**src/hdl/ophf_pkg.sv**
```systemverilog
// ----------------------------------------------------------------------------
// OpenPGP packet header framer - package
// Shared widths, result codes and the packet class lookup.
// ----------------------------------------------------------------------------
package ophf_pkg;

	localparam int LENGTH_WIDTH = 32;
	localparam logic [31:0] LEN_MAX = 32'hFFFF_FFFF >> (32 - LENGTH_WIDTH);

	localparam logic [1:0] KIND_HEADER = 2'd0;
	localparam logic [1:0] KIND_BODY   = 2'd1;
	localparam logic [1:0] KIND_DROP   = 2'd2;

	localparam logic [1:0] ERR_NONE = 2'd0;
	localparam logic [1:0] ERR_TAG  = 2'd1;
	localparam logic [1:0] ERR_HDR  = 2'd2;
	localparam logic [1:0] ERR_BODY = 2'd3;

	localparam logic [1:0] CLASS_OTHER  = 2'd0;
	localparam logic [1:0] CLASS_SIG    = 2'd1;
	localparam logic [1:0] CLASS_PUBKEY = 2'd2;
	localparam logic [1:0] CLASS_UID    = 2'd3;

	localparam logic [5:0] TAG_SIG    = 6'd2;
	localparam logic [5:0] TAG_PUBKEY = 6'd6;
	localparam logic [5:0] TAG_UID    = 6'd13;

	function automatic logic [1:0] class_of(logic [5:0] t);
		logic [1:0] c;
		c = CLASS_OTHER;
		if (t == TAG_SIG)
			c = CLASS_SIG;
		else if (t == TAG_PUBKEY)
			c = CLASS_PUBKEY;
		else if (t == TAG_UID)
			c = CLASS_UID;
		return c;
	endfunction

	function automatic logic [31:0] sat_len(logic [31:0] v);
		return (v > LEN_MAX) ? LEN_MAX : v;
	endfunction

endpackage

```
**src/hdl/openpgp_packet_header_framer_unit.sv**
```systemverilog
// ----------------------------------------------------------------------------
// OpenPGP packet header framer
// Frames OpenPGP packets in a byte stream and tags every byte.
// ----------------------------------------------------------------------------
// Usage:
//   Input channel (in_valid/in_stall): one buffer byte per beat, data_byte with
//   last_byte set on the final byte of the buffer.
//   Output channel (out_valid/out_stall): exactly one result beat per input
//   beat, in order: byte kind, byte passed through, packet type and class,
//   decoded length, unknown-length flag, header/packet end marks, error code.
//   An accepted beat goes through the input register, then the result
//   register, before it shows on the output.
//   Throughput: one beat per cycle without a stall; the header decode and body
//   count are a single pass through the framing state, updated once per beat.
//   Receiver stall: the result register holds; the input register then fills
//   and in_stall rises, so at most two beats sit inside the block.
//   Reset: all pipeline valids clear, the framer waits for a tag byte.
//   Errors drop the rest of the buffer until last_byte.
// ----------------------------------------------------------------------------
module openpgp_packet_header_framer_unit import ophf_pkg::*; (
	input  logic        clk,
	input  logic        arst_n,
	input  logic        in_valid,
	output logic        in_stall,
	input  logic [7:0]  data_byte,
	input  logic        last_byte,
	output logic        out_valid,
	input  logic        out_stall,
	output logic [1:0]  byte_kind,
	output logic [7:0]  body_byte,
	output logic [5:0]  packet_type,
	output logic [1:0]  packet_class,
	output logic [31:0] packet_length,
	output logic        length_unknown,
	output logic        header_done,
	output logic        packet_end,
	output logic [1:0]  error_code
);

	typedef enum logic [2:0] {
		PH_TAG     = 3'd0,
		PH_NEWLEN  = 3'd1,
		PH_NEWLEN2 = 3'd2,
		PH_MULTI   = 3'd3,
		PH_BODY    = 3'd4,
		PH_DROP    = 3'd5
	} phase_t;

	// input stage
	logic       valid_s1;
	logic [7:0] byte_s1;
	logic       last_s1;

	// framing state
	phase_t      phase_q;
	logic [5:0]  type_q;
	logic [31:0] acc_q;
	logic [2:0]  lbl_q;
	logic [31:0] body_q;

	// result register
	logic        out_valid_q;
	logic [1:0]  kind_q;
	logic [7:0]  byte_q;
	logic [5:0]  ptype_q;
	logic [1:0]  pclass_q;
	logic [31:0] plen_q;
	logic        unk_q;
	logic        hd_q;
	logic        pend_q;
	logic [1:0]  err_q;

	logic out_free;
	logic adv;
	logic in_acc;

	// next state / result
	phase_t      phase_d;
	logic [5:0]  type_d;
	logic [31:0] acc_d;
	logic [2:0]  lbl_d;
	logic [31:0] body_d;
	logic [1:0]  o_kind;
	logic [31:0] o_len;
	logic        o_unk;
	logic        o_hd;
	logic        o_end;
	logic [1:0]  o_err;
	logic        fin;
	logic [31:0] fin_len;
	logic        fin_unk;
	logic [31:0] fin_sat;
	logic        raise;
	logic [1:0]  raise_code;
	logic [31:0] acc_shift;
	logic [2:0]  lbl_dec;
	logic [31:0] body_dec;

	assign out_free = !out_valid_q || !out_stall;
	assign adv      = valid_s1 && out_free;
	assign in_stall = valid_s1 && !out_free;
	assign in_acc   = in_valid && !in_stall;

	always_comb begin
		phase_d    = phase_q;
		type_d     = type_q;
		acc_d      = acc_q;
		lbl_d      = lbl_q;
		body_d     = body_q;
		o_kind     = KIND_HEADER;
		o_len      = '0;
		o_unk      = 1'b0;
		o_hd       = 1'b0;
		o_end      = 1'b0;
		o_err      = ERR_NONE;
		fin        = 1'b0;
		fin_len    = '0;
		fin_unk    = 1'b0;
		raise      = 1'b0;
		raise_code = ERR_NONE;
		acc_shift  = {acc_q[23:0], byte_s1};
		lbl_dec    = lbl_q - 3'd1;
		body_dec   = (body_q != '0) ? body_q - 32'd1 : body_q;

		unique case (phase_q)
			PH_DROP: begin
				o_kind = KIND_DROP;
				if (last_s1)
					phase_d = PH_TAG;
			end
			PH_NEWLEN: begin
				if (byte_s1 < 8'd192) begin
					fin     = 1'b1;
					fin_len = {24'd0, byte_s1};
				end else if (byte_s1 < 8'd224) begin
					acc_d = {19'd0, byte_s1[4:0], 8'd0};
					if (last_s1) begin
						raise      = 1'b1;
						raise_code = ERR_HDR;
					end else begin
						phase_d = PH_NEWLEN2;
					end
				end else if (byte_s1 == 8'd255) begin
					acc_d = '0;
					lbl_d = 3'd4;
					if (last_s1) begin
						raise      = 1'b1;
						raise_code = ERR_HDR;
					end else begin
						phase_d = PH_MULTI;
					end
				end else begin
					fin     = 1'b1;
					fin_unk = 1'b1;
				end
			end
			PH_NEWLEN2: begin
				fin     = 1'b1;
				fin_len = acc_q + {24'd0, byte_s1} + 32'd192;
			end
			PH_MULTI: begin
				acc_d = acc_shift;
				lbl_d = lbl_dec;
				if (lbl_dec == 3'd0) begin
					fin     = 1'b1;
					fin_len = acc_shift;
				end else if (last_s1) begin
					raise      = 1'b1;
					raise_code = ERR_HDR;
				end
			end
			PH_BODY: begin
				o_kind = KIND_BODY;
				o_len  = acc_q;
				body_d = body_dec;
				if (body_dec == '0) begin
					o_end   = 1'b1;
					phase_d = PH_TAG;
				end else if (last_s1) begin
					raise      = 1'b1;
					raise_code = ERR_BODY;
				end
			end
			default: begin
				// tag byte; unused codes land here too
				phase_d = PH_TAG;
				acc_d   = '0;
				if (!byte_s1[7]) begin
					type_d     = '0;
					raise      = 1'b1;
					raise_code = ERR_TAG;
				end else if (byte_s1[6]) begin
					type_d = byte_s1[5:0];
					if (last_s1) begin
						raise      = 1'b1;
						raise_code = ERR_HDR;
					end else begin
						phase_d = PH_NEWLEN;
					end
				end else begin
					type_d = {2'd0, byte_s1[5:2]};
					if (byte_s1[1:0] == 2'd3) begin
						fin     = 1'b1;
						fin_unk = 1'b1;
					end else begin
						lbl_d = 3'b001 << byte_s1[1:0];
						if (last_s1) begin
							raise      = 1'b1;
							raise_code = ERR_HDR;
						end else begin
							phase_d = PH_MULTI;
						end
					end
				end
			end
		endcase

		fin_sat = sat_len(fin_len);
		if (fin) begin
			acc_d = fin_sat;
			o_len = fin_sat;
			o_unk = fin_unk;
			o_hd  = 1'b1;
			if (fin_sat == '0) begin
				o_end   = 1'b1;
				phase_d = PH_TAG;
			end else if (last_s1) begin
				raise      = 1'b1;
				raise_code = ERR_BODY;
			end else begin
				body_d  = fin_sat;
				phase_d = PH_BODY;
			end
		end

		if (raise) begin
			o_err   = raise_code;
			phase_d = last_s1 ? PH_TAG : PH_DROP;
		end
	end

	always_ff @(posedge clk or negedge arst_n) begin
		if (!arst_n) begin
			valid_s1    <= 1'b0;
			out_valid_q <= 1'b0;
			phase_q     <= PH_TAG;
			type_q      <= '0;
			acc_q       <= '0;
			lbl_q       <= '0;
			body_q      <= '0;
		end else begin
			if (in_acc)
				valid_s1 <= 1'b1;
			else if (adv)
				valid_s1 <= 1'b0;
			out_valid_q <= adv || (out_valid_q && out_stall);
			if (adv) begin
				phase_q <= phase_d;
				type_q  <= type_d;
				acc_q   <= acc_d;
				lbl_q   <= lbl_d;
				body_q  <= body_d;
			end
		end
	end

	always_ff @(posedge clk) begin
		if (in_acc) begin
			byte_s1 <= data_byte;
			last_s1 <= last_byte;
		end
		if (adv) begin
			kind_q   <= o_kind;
			byte_q   <= byte_s1;
			ptype_q  <= (o_kind == KIND_DROP) ? 6'd0 : type_d;
			pclass_q <= (o_kind == KIND_DROP) ? CLASS_OTHER : class_of(type_d);
			plen_q   <= o_len;
			unk_q    <= o_unk;
			hd_q     <= o_hd;
			pend_q   <= o_end;
			err_q    <= o_err;
		end
	end

	assign out_valid      = out_valid_q;
	assign byte_kind      = kind_q;
	assign body_byte      = byte_q;
	assign packet_type    = ptype_q;
	assign packet_class   = pclass_q;
	assign packet_length  = plen_q;
	assign length_unknown = unk_q;
	assign header_done    = hd_q;
	assign packet_end     = pend_q;
	assign error_code     = err_q;

endmodule

```
**config.mk**
```make
export PLATFORM = sky130hd
export DESIGN_NAME = openpgp_packet_header_framer_unit
export DESIGN_NICKNAME = d
export VERILOG_FILES = /design/src/hdl/ophf_pkg.sv /design/src/hdl/openpgp_packet_header_framer_unit.sv
export SDC_FILE = /design/constraint.sdc
export NUM_CORES = 1
export LEC_CHECK = 0
export BUFFER_PORTS_ARGS = -buffer_cell sky130_fd_sc_hd__buf_2
export CORE_MARGIN = 8
export CORE_UTILIZATION = 41
export DETAILED_ROUTE_END_ITERATION = 12
export GPL_TIMING_DRIVEN = 0
export PLACE_DENSITY = 0.66
export SLEW_MARGIN = 20
export SYNTH_ARGS = -nofsm -noshare
export SYNTH_HDL_FRONTEND = slang
export SYNTH_SLANG_ARGS = --single-unit
```
**constraint.sdc**
```tcl
create_clock -name clk -period 7.53 [get_ports clk]
set_input_delay 1.1295 -clock clk [delete_from_list [all_inputs] [get_ports clk]]
set_output_delay 1.1295 -clock clk [all_outputs]
set_load 0.03 [all_outputs]
```
==> results.cfg <==
[timing]
layout_min_cycle_time_ps = 5000
rsz0062_at_grt = no
tns_ps = 0
post-route-period-util_pct = 66.40
slew_headroom_pct = 34.64
setup_violations = 0
drv_slew = 0
skew_ps = 9.155
finalHoldViolCount = 0
tightest_slew_ps = 970.1
fmax_ghz = 0.2000

[logic_synthesis]
syn_area_per_cell_um2 = 9.028
synth-async-reset-ratio_pct = 54.93
synth_xor_area_share_pct = 3.097
ys_seq_area_share_pct = 44.19
synth_top_family_by_area = compound AO/OA/AOI/OAI gates
synth_compound_area_share_pct = 23.89
muxShareOfSynthArea_pct = 1.170
ys_ff_latch = 142
synth_warnings = 0
synth_edf_count = 64
synth_cells = 971
synthAdderAreaFrac_pct = 3.083
yosys.area_share.simple_pct = 19.68
syn_nets = 1005
synth_area_um2 = 8766
synth-main-ff-cell = dfrtp_1
synth_cell_type_count = 74

[final_layout]
final_common_cell = a21oi_1
fin_util_pct = 48.32
layout_common_cells = a21oi_1 (117), nor2_1 (100), buf_2 (81)
nets = 1095
drive_gt1_share_pct = 13.69
antenna_cells = 0
areaGrowthSynthToFinish_pct = 15.89
fill_cells = 1997

[global_route]
grt_max_degree = 41
grt-ovfl-total = 0
grt_pass1_vias = 7711
grtUsageTotal_pct = 21.75
grt_pass1_wl_um = 44300
grt_antenna_before_repair = 0

[placed_design]
gp_congestion = 0.9373
dp_hpwl_um = 20580
portBuffers = 69

[power]
power.switching_mw = 1.974
leakagePower_nw = 4.132
seq_power_share_pct = 30.7
swShare_pct = 44.87
internal-power_mw = 2.426
finalPower_mw = 4.400
power.density_nw_per_um2 = 433.1
clkPwrFrac_pct = 21.7
power.share.combinational_pct = 47.7
ir_worst_vdd_mv = 0.1924

[min_path]
hold_start = byte_s1[6]$_DFFE_PP_
hold_class = flop to flop
hold_end = body_byte[6]$_DFFE_PP_
holdPathStages = 0

[clocking]
post_cts_buffers = 0
clock-sinks = 142
clk_latency_ps = 440
numCtsBuffers = 17
cts_resized = 0
hold_buffers = 0
clockRootBuffer = clkbuf_16
h-tree-depth = 4
clk_path_buf_depth = 2
cts_tree = done
clkSlewWorstSetupHoldPaths_ps = 60

[routing]
drc = 0
via_per_inst = 6.074
drt_iter0_drc = 949
vias = 8194
wire_per_inst_um = 21.19
firstDrtPassIters = 5
antenna_left = 0
drt-total-wl_um = 28590

[critical_path]
r2r-end = body_q[18]$_DFFE_PN0P_
rr_worst_depth = 16
r2r_start = byte_s1[6]$_DFFE_PP_
end_kind = flop
start_kind = flop
cp_max_fo = 10
r2r_slack_ps = 2530
path_class = flop to flop
required_ps = 7830
critPathArrivalTime_ps = 5300

[floorplan]
ios = 70
fp.dieArea_um2 = 26320
die_x_um = 162.2
core_area_um2 = 21020
start_util_pct = 41.70
die_h_um = 162.2
rows = 53

[flow_run]
max_cap_violations = 0

[run_status]
run_status = finished, final reports clean
cells in the mapped netlist (all sizes together) (23+ instances only):
cell	number	area, µm²
buf	26	143.9
dfrtp	78	1952
nand3	31	155.2
a21o	34	255.2
a21oi	117	585.6
edfxtp	64	1922
clkbuf	47	178.9
inv	28	105.1
o21ai	60	304.0
nor3	28	140.1
nand2	79	296.5
nor2	100	375.4
nor4	23	177.7
power by group through the flow:
stage | registers (mW) | clock network [mW] | logic, mW
floorplan | 1.43 | 0 | 1.36
global placement | 1.35 | 0 | 2.01
detailed placement | 1.35 | 0 | 2.04
CTS | 1.34 | 0.961 | 2.06
global route | 1.38 | 0.995 | 2.28
finish | 1.35 | 0.954 | 2.10
logic make-up after synthesis:
logic type | Yosys count
AO/OA/AOI/OAI | 325
flip-flops | 142
XOR/XNOR | 31
adder cells (fa/ha/maj) | 21
AND/OR/NAND/NOR | 341
multiplexers | 10
buffers and inverters | 101
layout make-up:
class / count / area (µm²) / share of cell area, %
clock buffers: 19 / 442.9 / 4.360
repair buffers: 71 / 387.9 / 3.818
well taps: 275 / 344.1 / 3.387
multi-input cells: 728 / 4469 / 44.00
plain buffers: 73 / 322.8 / 3.178
flip-flops and latches: 142 / 3874 / 38.13
inverters: 28 / 107.6 / 1.059
clock inverters: 13 / 210.2 / 2.069
per-stage QoR:
stage	hold slack, ps	cells	cell area [µm²]	setup slack, ps
2_1_floorplan	424.4	971	8766	3462
3_3_place_gp	432.4	1315	9455	2343
3_5_place_dp	444.5	1317	9505	2618
4_1_cts	459.5	1349	10160	2604
5_1_grt	471.4	1349	10160	2262
6_report	453.9	1349	10160	2530
state kept, by name (all words and copies together), names as in the netlist:
name / cells
body_byte: 8
acc_q: 32
header_done: 1
out_valid: 1
packet_end: 1
last_s1: 1
type_q: 6
valid_s1: 1
body_q: 32
lbl_q: 3
byte_s1: 8
phase_q: 3
packet_class: 2
packet_length: 32
byte_kind: 2
packet_type: 6
error_code: 2
length_unknown: 1
worst max-delay path by stage:
stage	slack, ps	end	cells after the start	start
2_1_floorplan	3460	body_q[18]$_DFFE_PN0P_	16	byte_s1[6]$_DFFE_PP_
3_3_place_gp	2340	body_q[11]$_DFFE_PN0P_	9	out_stall
3_5_place_dp	2620	body_q[18]$_DFFE_PN0P_	16	byte_s1[6]$_DFFE_PP_
4_1_cts	2600	body_q[18]$_DFFE_PN0P_	16	byte_s1[6]$_DFFE_PP_
5_1_grt	2260	body_q[13]$_DFFE_PN0P_	17	byte_s1[6]$_DFFE_PP_
6_report	2530	body_q[18]$_DFFE_PN0P_	16	byte_s1[6]$_DFFE_PP_
routing by layer:
| layer | vias up | track usage (%) | share of wire, % |
|---|---|---|---|
| met5 | - | 0 | 0 |
| met4 | 0 | 9.343 | 3.3 |
| met3 | 67 | 4.075 | 7.8 |
| met2 | 370 | 34.02 | 47 |
| met1 | 3940 | 28.91 | 42 |
| li1 | 3817 | - | - |
worst max-delay path, stage by stage, from the launching register on:
cell and delay (ps):
edfxtp_1 340, clkbuf_1 330, inv_1 180, ha_1 320
inv_1 40, ha_1 370, nand2_1 90, o31a_1 290
buf_2 190, a2111oi_0 700, xnor2_1 190, o21ai_0 210
nor4_1 380, nand4_1 260, or4b_2 670, nor4_1 200
a211oi_1 70
(Power assumes the default switching activity.)
